`config.mk`:
```
export PLATFORM = sky130hd
export DESIGN_NAME = ipip_tunnel_packet_classifier_unit
export DESIGN_NICKNAME = d
export VERILOG_FILES = /design/src/sv/iptc_pkg.sv /design/src/sv/ipip_tunnel_packet_classifier_unit.sv /design/src/sv/iptc_front.sv /design/src/sv/iptc_queue.sv /design/src/sv/iptc_back.sv
export SDC_FILE = /design/constraint.sdc
export NUM_CORES = 1
export LEC_CHECK = 0
export BUFFER_PORTS_ARGS = -buffer_cell sky130_fd_sc_hd__buf_2
export CAP_MARGIN = 40
export CORE_MARGIN = 2
export CORE_UTILIZATION = 54
export CTS_CLUSTER_DIAMETER = 100
export CTS_CLUSTER_SIZE = 30
export DETAILED_ROUTE_END_ITERATION = 16
export PLACE_DENSITY_LB_ADDON = 0.05
export SKIP_LAST_GASP = 1
export SLEW_MARGIN = 15
export SYNTH_ARGS = -nofsm -noshare
export SYNTH_HDL_FRONTEND = slang
export SYNTH_HIERARCHICAL = 1
export SYNTH_SLANG_ARGS = --single-unit
```
`constraint.sdc`:
```
create_clock -name clk -period 4.2 [get_ports clk]
set_input_delay 0.84 -clock clk [delete_from_list [all_inputs] [get_ports clk]]
set_output_delay 0.84 -clock clk [all_outputs]
set_load 0.05 [all_outputs]
```
`src/sv/iptc_pkg.sv`:
```
`default_nettype none

package iptc_pkg;

  // One input word: a frame byte and its end-of-frame mark.
  typedef struct packed {
    logic [7:0] data_byte;
    logic       last_byte;
  } in_word_t;

  // One result word, given once per frame.
  typedef struct packed {
    logic [2:0]  verdict;
    logic [5:0]  priority_res;
    logic        inner_is_ipv6;
    logic [7:0]  l4_protocol;
    logic [6:0]  inner_offset;
    logic [13:0] frame_length;
  } out_word_t;

  // Frame summary handed from the parser to the verdict stage.
  typedef struct packed {
    logic        is_v4;
    logic        is_v6;
    logic        len_outer_ok;
    logic        len_in24_ok;
    logic        len_in44_ok;
    logic [7:0]  next_proto;
    logic [5:0]  priority_val;
    logic [3:0]  inner_version;
    logic [7:0]  inner_proto;
    logic        dest_match;
    logic [13:0] frame_length;
  } sum_t;

  // Configuration port.
  localparam int CFG_DATA_W = 64;
  localparam int CFG_IDX_W  = 2;
  localparam logic [CFG_IDX_W-1:0] CFG_OWN_IPV4  = 2'd0;
  localparam logic [CFG_IDX_W-1:0] CFG_OWN_IPV6H = 2'd1;
  localparam logic [CFG_IDX_W-1:0] CFG_OWN_IPV6L = 2'd2;
  localparam logic [CFG_IDX_W-1:0] CFG_PRIO_MAX  = 2'd3;
  localparam logic [5:0] PRIO_MAX_RESET = 6'd1;

  // Protocol numbers.
  localparam logic [15:0] ETH_IPV4   = 16'h0800;
  localparam logic [15:0] ETH_IPV6   = 16'h86DD;
  localparam logic [7:0]  PROTO_IPIP = 8'd4;
  localparam logic [3:0]  VER_IPV4   = 4'd4;
  localparam logic [3:0]  VER_IPV6   = 4'd6;

  // Byte positions in the frame.
  localparam int POS_ETYPE_HI   = 12;
  localparam int POS_ETYPE_LO   = 13;
  localparam int POS_V6_TC_HI   = 14;
  localparam int POS_TOS        = 15;
  localparam int POS_V6_NEXT    = 20;
  localparam int POS_V4_PROTO   = 23;
  localparam int POS_V4_DST     = 30;
  localparam int POS_V6_DST_HI  = 38;
  localparam int POS_V6_DST_LO  = 46;
  localparam int INNER_V4_OUTER = 34;
  localparam int INNER_V6_OUTER = 54;
  localparam int INNER_V4_PROTO = 9;
  localparam int INNER_V6_NEXT  = 6;
  localparam int INNER_MIN_V4   = 24;
  localparam int INNER_MIN_V6   = 44;
  localparam logic [6:0] INNER_OFF_V4 = 7'd34;
  localparam logic [6:0] INNER_OFF_V6 = 7'd54;

  // Verdict codes.
  localparam logic [2:0] VERDICT_DROP   = 3'd0;
  localparam logic [2:0] VERDICT_ACL    = 3'd1;
  localparam logic [2:0] VERDICT_WRONG  = 3'd2;
  localparam logic [2:0] VERDICT_DIRECT = 3'd3;
  localparam logic [2:0] VERDICT_POLICY = 3'd4;

  // Depth of the queue between parser and verdict stage.
  localparam int QUEUE_DEPTH = 2;

endpackage

`default_nettype wire

```
`src/sv/ipip_tunnel_packet_classifier_unit.sv`:
```
`default_nettype none

// IP-in-IP tunnel classifier.
// The input channel (in_valid, in_stall, in_word) carries one frame byte per
// word, starting at the Ethernet header; last_byte marks the final byte.
// One result word leaves on the output channel (out_valid, out_stall,
// out_word) per frame, holding the verdict and the parsed header fields.
// Throughput is one byte per cycle while in_stall is low: every byte updates
// the parser state in the cycle it is accepted, and a finished frame summary
// goes into a two-word queue ahead of the verdict stage.
// A frame's summary is registered in the queue, then its verdict in the output register.
// When the receiver stalls, the output register holds its word and the
// queue fills; in_stall rises only when the queue is full.
// The configuration port (cfg_we, cfg_index, cfg_data) writes the own IPv4
// address, both halves of the own IPv6 address and the direct-forwarding
// priority limit; write only while no frame is in flight.
// Reset (rst_n low, synchronous) clears the parser state, empties the queue,
// drops out_valid, zeroes the addresses and sets the priority limit to one.
module ipip_tunnel_packet_classifier_unit import iptc_pkg::*; #(
  parameter int MAX_FRAME_BYTES = 16383
) (
  input  wire logic                  clk,
  input  wire logic                  rst_n,
  input  wire logic                  in_valid,
  output logic                       in_stall,
  input  wire in_word_t              in_word,
  output logic                       out_valid,
  input  wire logic                  out_stall,
  output out_word_t                  out_word,
  input  wire logic                  cfg_we,
  input  wire logic [CFG_IDX_W-1:0]  cfg_index,
  input  wire logic [CFG_DATA_W-1:0] cfg_data
);

  logic [31:0] own_v4_r;
  logic [63:0] own_v6_hi_r;
  logic [63:0] own_v6_lo_r;
  logic [5:0]  prio_max_r;

  logic q_full, q_empty, push, pop;
  sum_t push_sum, head;

  // Configuration registers.
  always_ff @(posedge clk) begin
    if (!rst_n) begin
      own_v4_r    <= '0;
      own_v6_hi_r <= '0;
      own_v6_lo_r <= '0;
      prio_max_r  <= PRIO_MAX_RESET;
    end else if (cfg_we) begin
      unique case (cfg_index)
        CFG_OWN_IPV4:  own_v4_r    <= cfg_data[31:0];
        CFG_OWN_IPV6H: own_v6_hi_r <= cfg_data;
        CFG_OWN_IPV6L: own_v6_lo_r <= cfg_data;
        CFG_PRIO_MAX:  prio_max_r  <= cfg_data[5:0];
        default: ;
      endcase
    end
  end

  assign in_stall = q_full;

  iptc_front #(
    .MAX_FRAME_BYTES(MAX_FRAME_BYTES)
  ) u_front (
    .clk      (clk),
    .rst_n    (rst_n),
    .in_valid (in_valid),
    .in_word  (in_word),
    .q_full   (q_full),
    .own_v4   (own_v4_r),
    .own_v6_hi(own_v6_hi_r),
    .own_v6_lo(own_v6_lo_r),
    .push     (push),
    .push_sum (push_sum)
  );

  iptc_queue u_queue (
    .clk     (clk),
    .rst_n   (rst_n),
    .push    (push),
    .push_sum(push_sum),
    .pop     (pop),
    .full    (q_full),
    .empty   (q_empty),
    .head    (head)
  );

  iptc_back u_back (
    .clk      (clk),
    .rst_n    (rst_n),
    .q_empty  (q_empty),
    .head     (head),
    .prio_max (prio_max_r),
    .out_stall(out_stall),
    .pop      (pop),
    .out_valid(out_valid),
    .out_word (out_word)
  );

  // A summary is never written into a full queue.
  a_no_overflow: assert property (@(posedge clk) disable iff (!rst_n)
    push |-> !q_full) else $error("summary pushed into full queue");

  // The verdict stage only takes from a non-empty queue.
  a_no_underflow: assert property (@(posedge clk) disable iff (!rst_n)
    pop |-> !q_empty) else $error("summary taken from empty queue");

  // A rejected frame reports no parsed fields.
  a_reject_clean: assert property (@(posedge clk) disable iff (!rst_n)
    out_valid && (out_word.verdict == VERDICT_DROP || out_word.verdict == VERDICT_ACL)
    |-> (out_word.priority_res == '0 && out_word.inner_offset == '0
         && out_word.l4_protocol == '0 && !out_word.inner_is_ipv6))
    else $error("rejected frame carries parsed fields");

  // An accepted frame points at one of the two inner header offsets.
  a_offset_known: assert property (@(posedge clk) disable iff (!rst_n)
    out_valid && out_word.verdict != VERDICT_DROP && out_word.verdict != VERDICT_ACL
    |-> (out_word.inner_offset == INNER_OFF_V4 || out_word.inner_offset == INNER_OFF_V6))
    else $error("accepted frame with unknown inner offset");

endmodule

`default_nettype wire

```
`src/sv/iptc_front.sv`:
```
`default_nettype none

module iptc_front import iptc_pkg::*; #(
  parameter int MAX_FRAME_BYTES = 16383
) (
  input  wire logic             clk,
  input  wire logic             rst_n,
  input  wire logic             in_valid,
  input  wire in_word_t         in_word,
  input  wire logic             q_full,
  input  wire logic [31:0]      own_v4,
  input  wire logic [63:0]      own_v6_hi,
  input  wire logic [63:0]      own_v6_lo,
  output logic                  push,
  output sum_t                  push_sum
);

  localparam int CW = $clog2(MAX_FRAME_BYTES + 1);

  logic [CW-1:0] cnt_r, cnt_nxt;
  logic [15:0]   ek_r, ek_nxt;
  logic [5:0]    prio_r, prio_nxt;
  logic [7:0]    nproto_r, nproto_nxt;
  logic [3:0]    iver_r, iver_nxt;
  logic [7:0]    iproto_r, iproto_nxt;
  logic          dmatch_r, dmatch_nxt;

  logic          accept;
  logic          take;
  logic          is_v4, is_v6, s_v6;
  logic [CW-1:0] inner_pos;
  logic [CW-1:0] thr;
  logic [CW-1:0] off;
  logic [7:0]    b;
  logic [7:0]    want;
  logic          cmp;

  assign accept = in_valid && !q_full;
  assign b      = in_word.data_byte;
  assign is_v4  = (ek_r == ETH_IPV4);
  assign is_v6  = (ek_r == ETH_IPV6);
  assign inner_pos = is_v6 ? CW'(INNER_V6_OUTER) : CW'(INNER_V4_OUTER);
  assign take   = accept && (cnt_r < CW'(MAX_FRAME_BYTES));

  // Expected destination byte at the current position, if any.
  always_comb begin
    want = 8'h00;
    cmp  = 1'b0;
    off  = '0;
    if (is_v4 && cnt_r >= CW'(POS_V4_DST) && cnt_r <= CW'(POS_V4_DST + 3)) begin
      off  = cnt_r - CW'(POS_V4_DST);
      want = own_v4[{~off[1:0], 3'b000} +: 8];
      cmp  = 1'b1;
    end else if (is_v6 && cnt_r >= CW'(POS_V6_DST_HI)
                 && cnt_r <= CW'(POS_V6_DST_HI + 7)) begin
      off  = cnt_r - CW'(POS_V6_DST_HI);
      want = own_v6_hi[{~off[2:0], 3'b000} +: 8];
      cmp  = 1'b1;
    end else if (is_v6 && cnt_r >= CW'(POS_V6_DST_LO)
                 && cnt_r <= CW'(POS_V6_DST_LO + 7)) begin
      off  = cnt_r - CW'(POS_V6_DST_LO);
      want = own_v6_lo[{~off[2:0], 3'b000} +: 8];
      cmp  = 1'b1;
    end
  end

  // Header field capture for the byte at the current position.
  always_comb begin
    cnt_nxt    = cnt_r;
    ek_nxt     = ek_r;
    prio_nxt   = prio_r;
    nproto_nxt = nproto_r;
    iver_nxt   = iver_r;
    iproto_nxt = iproto_r;
    dmatch_nxt = dmatch_r;
    if (take) begin
      cnt_nxt = cnt_r + CW'(1);
      if (cnt_r == CW'(POS_ETYPE_HI)) begin
        ek_nxt = {b, 8'h00};
      end else if (cnt_r == CW'(POS_ETYPE_LO)) begin
        ek_nxt = {ek_r[15:8], b};
      end
      if (is_v4 && cnt_r == CW'(POS_TOS)) begin
        prio_nxt = b[7:2];
      end
      if (is_v6 && cnt_r == CW'(POS_V6_TC_HI)) begin
        prio_nxt = {b[3:0], 2'b00};
      end
      if (is_v6 && cnt_r == CW'(POS_TOS)) begin
        prio_nxt = {prio_r[5:2], b[7:6]};
      end
      if ((is_v4 && cnt_r == CW'(POS_V4_PROTO)) || (is_v6 && cnt_r == CW'(POS_V6_NEXT))) begin
        nproto_nxt = b;
      end
      if ((is_v4 || is_v6) && cnt_r == inner_pos) begin
        iver_nxt = b[7:4];
      end
      if ((is_v4 || is_v6) && iver_r == VER_IPV4
          && cnt_r == inner_pos + CW'(INNER_V4_PROTO)) begin
        iproto_nxt = b;
      end
      if ((is_v4 || is_v6) && iver_r == VER_IPV6
          && cnt_r == inner_pos + CW'(INNER_V6_NEXT)) begin
        iproto_nxt = b;
      end
      if (cmp && want != b) begin
        dmatch_nxt = 1'b0;
      end
    end
  end

  // Frame summary including the last byte's own effect.
  assign s_v6 = (ek_nxt == ETH_IPV6);
  assign thr  = s_v6 ? CW'(INNER_V6_OUTER) : CW'(INNER_V4_OUTER);

  always_comb begin
    push_sum.is_v4         = (ek_nxt == ETH_IPV4);
    push_sum.is_v6         = s_v6;
    push_sum.len_outer_ok  = (cnt_nxt >= thr);
    push_sum.len_in24_ok   = (cnt_nxt >= thr + CW'(INNER_MIN_V4));
    push_sum.len_in44_ok   = (cnt_nxt >= thr + CW'(INNER_MIN_V6));
    push_sum.next_proto    = nproto_nxt;
    push_sum.priority_val  = prio_nxt;
    push_sum.inner_version = iver_nxt;
    push_sum.inner_proto   = iproto_nxt;
    push_sum.dest_match    = dmatch_nxt;
    push_sum.frame_length  = 14'(cnt_nxt);
  end

  assign push = accept && in_word.last_byte;

  // Frame state: cleared on reset and after the last byte of each frame.
  always_ff @(posedge clk) begin
    if (!rst_n || push) begin
      cnt_r    <= '0;
      ek_r     <= '0;
      prio_r   <= '0;
      nproto_r <= '0;
      iver_r   <= '0;
      iproto_r <= '0;
      dmatch_r <= 1'b1;
    end else begin
      cnt_r    <= cnt_nxt;
      ek_r     <= ek_nxt;
      prio_r   <= prio_nxt;
      nproto_r <= nproto_nxt;
      iver_r   <= iver_nxt;
      iproto_r <= iproto_nxt;
      dmatch_r <= dmatch_nxt;
    end
  end

endmodule

`default_nettype wire

```
`src/sv/iptc_queue.sv`:
```
`default_nettype none

module iptc_queue import iptc_pkg::*; (
  input  wire logic clk,
  input  wire logic rst_n,
  input  wire logic push,
  input  wire sum_t push_sum,
  input  wire logic pop,
  output logic      full,
  output logic      empty,
  output sum_t      head
);

  localparam int PW = $clog2(QUEUE_DEPTH);
  localparam int NW = $clog2(QUEUE_DEPTH + 1);

  sum_t          ent_r [QUEUE_DEPTH];
  logic [PW-1:0] wr_ptr_r, rd_ptr_r;
  logic [NW-1:0] cnt_r;

  assign full  = (cnt_r == NW'(QUEUE_DEPTH));
  assign empty = (cnt_r == '0);
  assign head  = ent_r[rd_ptr_r];

  // Entry storage.
  always_ff @(posedge clk) begin
    if (push) begin
      ent_r[wr_ptr_r] <= push_sum;
    end
  end

  // Pointers and fill level.
  always_ff @(posedge clk) begin
    if (!rst_n) begin
      wr_ptr_r <= '0;
      rd_ptr_r <= '0;
      cnt_r    <= '0;
    end else begin
      if (push) begin
        wr_ptr_r <= (wr_ptr_r == PW'(QUEUE_DEPTH - 1)) ? '0 : wr_ptr_r + PW'(1);
      end
      if (pop) begin
        rd_ptr_r <= (rd_ptr_r == PW'(QUEUE_DEPTH - 1)) ? '0 : rd_ptr_r + PW'(1);
      end
      if (push && !pop) begin
        cnt_r <= cnt_r + NW'(1);
      end else if (pop && !push) begin
        cnt_r <= cnt_r - NW'(1);
      end
    end
  end

endmodule

`default_nettype wire

```
`src/sv/iptc_back.sv`:
```
`default_nettype none

module iptc_back import iptc_pkg::*; (
  input  wire logic       clk,
  input  wire logic       rst_n,
  input  wire logic       q_empty,
  input  wire sum_t       head,
  input  wire logic [5:0] prio_max,
  input  wire logic       out_stall,
  output logic            pop,
  output logic            out_valid,
  output out_word_t       out_word
);

  logic      out_valid_r;
  out_word_t out_word_r, res_nxt;
  logic      ok;

  // Length, protocol and version checks.
  always_comb begin
    ok = (head.is_v4 || head.is_v6)
         && head.len_outer_ok
         && (head.next_proto == PROTO_IPIP)
         && head.len_in24_ok
         && !(head.inner_version == VER_IPV6 && !head.len_in44_ok)
         && (head.inner_version == VER_IPV4 || head.inner_version == VER_IPV6);
  end

  // Verdict and reported fields.
  always_comb begin
    res_nxt = '0;
    res_nxt.frame_length = head.frame_length;
    if (!ok) begin
      res_nxt.verdict = head.is_v6 ? VERDICT_ACL : VERDICT_DROP;
    end else begin
      priority if (!head.dest_match) begin
        res_nxt.verdict = VERDICT_WRONG;
      end else if (head.priority_val <= prio_max) begin
        res_nxt.verdict = VERDICT_DIRECT;
      end else begin
        res_nxt.verdict = VERDICT_POLICY;
      end
      res_nxt.priority_res  = head.priority_val;
      res_nxt.inner_is_ipv6 = (head.inner_version == VER_IPV6);
      res_nxt.l4_protocol   = head.inner_proto;
      res_nxt.inner_offset  = head.is_v6 ? INNER_OFF_V6 : INNER_OFF_V4;
    end
  end

  // Take the next summary whenever the output register is free.
  assign pop = !q_empty && (!out_valid_r || !out_stall);

  always_ff @(posedge clk) begin
    if (!rst_n) begin
      out_valid_r <= 1'b0;
    end else if (pop) begin
      out_valid_r <= 1'b1;
    end else if (!out_stall) begin
      out_valid_r <= 1'b0;
    end
  end

  always_ff @(posedge clk) begin
    if (pop) begin
      out_word_r <= res_nxt;
    end
  end

  assign out_valid = out_valid_r;
  assign out_word  = out_word_r;

endmodule

`default_nettype wire

```
==> out/results.ini <==
[status]
status=finished, final reports clean

[worst_setup_path]
r2r_setup_slack_ns=0.54
slowest_delay_ns=0.62
critical-path-top-delay-family=simple AND/OR/NAND/NOR gates
crit_slowest_cell=or4_1
crit_required_ns=4.45
path_depth=12
worst_setup_path_end_kind=register
path_buf_inv=2
cp-start-kind=register
r2r.worst_path.cells=12
path_class=reg -> reg
worstPathCellList=or4_1, nor4_4, o2111ai_2, buf_4, nor3_1, a21oi_1, or3_1, ha_1, inv_1, a21o_1, a211oi_1, o311ai_1
cp_max_fo=15
crit_arrival_ns=3.91

[cts]
htreeDepth=1
postCtsSetupBuffers=0
clockBufferDepth=3
clkSlewWorstSetupHoldPaths_ns=0.11
cts_buffers=15
cts.sinks=355
worstSkewPairLatency_ns=0.53
root_buffer=clkbuf_16
cts_hold_buf=0
cts_tree=yes
postCtsResizedCells=0

[synth]
netlist_area_um2=16180
syn_inst=1415
synth_ff_type=dfxtp_1
ys_top_cells_by_area=dfxtp_1, edfxtp_1, mux2i_1, nand2_1, mux2_2
netlist.area_leader.share=0.2834
synth_edf_count=126
synth-seq-cells=355
synth_cell_types=83
synth_top_area_cell=dfxtp_1
postSynthAreaPerCell_um2=11.43
ys_warn_count=6
synthArstFlopShare=0
ys_seq_area_frac=0.5173

[timing]
tightest_slew_ns=0.8022
max_slew_margin=0.4602
tns_ns=0
drv_slew=0
rsz0062_at_grt=false
fin_crit_sh=0.8706
setup_ws_ns=0.5434
whs_ns=0.4626
fin_crit_ns=3.657
setup_viol=0
fmax_mhz=273.5
skew_ns=0.02150
hold_violations=0

[floorplan]
num_io_pins=121
die_area_um2=31360
initial_core_util=0.5473
die_x_um=177.1
die_h_um=177.1
core_area_um2=29560
fp-row-count=63

[pwr]
p_leak_nw=7.277
finalPower_mw=7.430
irDropWorstVdd_mv=0.2707
powerDensity_nw_per_um2=425.2

[placed_design]
place_congestion=0.9139
portBuffers=117
dp_slack_ns=0.6185
placed_cells=1864
dpl.hpwl_mm=27.79

[detailed_routing]
routed_wl_mm=38.25
drc=0
ant_nets=0
dr_total_vias=10652
first_pass_iters=5
viasPerCell=5.636
drt_iter0_markers=684
wl_per_cell_um=20.24

[global_route]
grt_max_degree=90
gr-usage-all-layers=0.2463
overflow=0
antenna_found_initial=0
grt_pass1_wl_mm=59.39
grt_pass1_vias=10443

[finish]
nets=1595
drive_above_1_share=0.2053
fillers=2557
seqCellArea_um2=8371
area_growth_pct=8.028
layoutNonFillerInstCount=1890
multi_input_area_um2=7129
diodes=0

[hold_path]
worst_hold_path_type=reg -> reg
hold_path_depth=2

[flow_run]
drv_cap=0

## cells in the final DEF (no fill, tap or decap), types with 24 or more instances in the layout
master,instances
a21oi_1,36
and2_1,56
buf_2,116
buf_4,24
dfxtp_1,227
edfxtp_1,126
inv_1,35
mux2_2,75
mux2i_1,179
mux4_2,35
nand2_1,258
nor2_1,52
## routing by layer
layer	wire [um]	global-route usage	vias up
li1	-	-	5168
met1	16020	0.3050	5176
met2	19200	0.4420	249
met3	1425	0.02363	59
met4	1600	0.09573	0
met5	0	0	-
## power breakdown
part           leakage, nW  internal [mW]  total, mW  switching [mW]
sequential            3.04           3.86       3.99           0.131
clock                0.197          0.681       1.71            1.03
combinational         4.04          0.575       1.73            1.16
total                 7.28           5.11       7.43            2.32
## registers in the layout (all words and copies together), names as in the netlist, 2 cells and up, named ones only
signal and flops:
u_front/iproto_r 8, u_queue/ent_r 92, u_front/ek_r 16, u_back/out_word 34, u_front/nproto_r 8, own_v6_lo_r 64, prio_max_r 6, u_queue/cnt_r 2
u_front/iver_r 4, u_front/cnt_r 14, own_v4_r 32, u_front/prio_r 6, own_v6_hi_r 64
## synthesized netlist by cell type, types with 7 or more instances
cell type	number
nor2_1	52
dfxtp_1	229
inv_1	35
edfxtp_1	126
nor2b_1	7
and2_1	57
buf_2	32
and3_1	15
clkbuf_1	23
ha_1	21
xnor2_1	20
o21ai_0	8
a21oi_1	37
buf_4	8
nand2_1	258
mux4_2	35
mux2_2	75
buf_6	22
o22ai_1	7
nand3_1	23
nor3_1	8
nand4_1	7
mux2i_1	179
## worst paths after layout
kind / start / endpoint
max: u_front/cnt_r[7] / u_queue/ent_r[0][41]
max reg2reg: u_front/cnt_r[7] / u_queue/ent_r[0][41]
min reg2reg: own_v4_r[7] / own_v4_r[7]
min: own_v4_r[7] / own_v4_r[7]
## through the flow
| step | utilization | instance area (um^2) |
|---|---|---|
| global route | 0.5912 | 17480 |
| global placement | 0.5746 | 16980 |
| detailed placement | 0.5749 | 17000 |
| CTS | 0.5890 | 17410 |
| floorplan | - | 16180 |
| finish | 0.5912 | 17480 |
## layout make-up
class	count	share of cell area
multi-input combinational	935	0.4080
clock inverter	2	0.0009308
inverter	38	0.008234
tap	390	0.02792
clock buffer	21	0.02277
timing repair buffer	149	0.05320
sequential	355	0.4790
## kinds of logic after synthesis
group | Yosys count | share of synthesized area
AO/OA/AOI/OAI | 115 | 0.05190
XOR/XNOR | 26 | 0.01408
adder cells (fa/ha/maj) | 21 | 0.01624
buffers and inverters | 127 | 0.04409
flip-flops | 355 | 0.5173
multiplexers | 289 | 0.2117
other | 1 | 0.0002318
AND/OR/NAND/NOR | 481 | 0.1445
## worst reg2reg max path, cell delays in order, from the launching register on
cell       delay (ns)
dfxtp_1          0.38
or4_1            0.62
nor4_4           0.34
o2111ai_2        0.20
buf_4            0.23
nor3_1           0.20
a21oi_1          0.05
or3_1            0.44
ha_1             0.35
inv_1            0.06
a21o_1           0.15
a211oi_1         0.24
o311ai_1         0.13
Note: power is estimated with default switching activity, not from simulation.
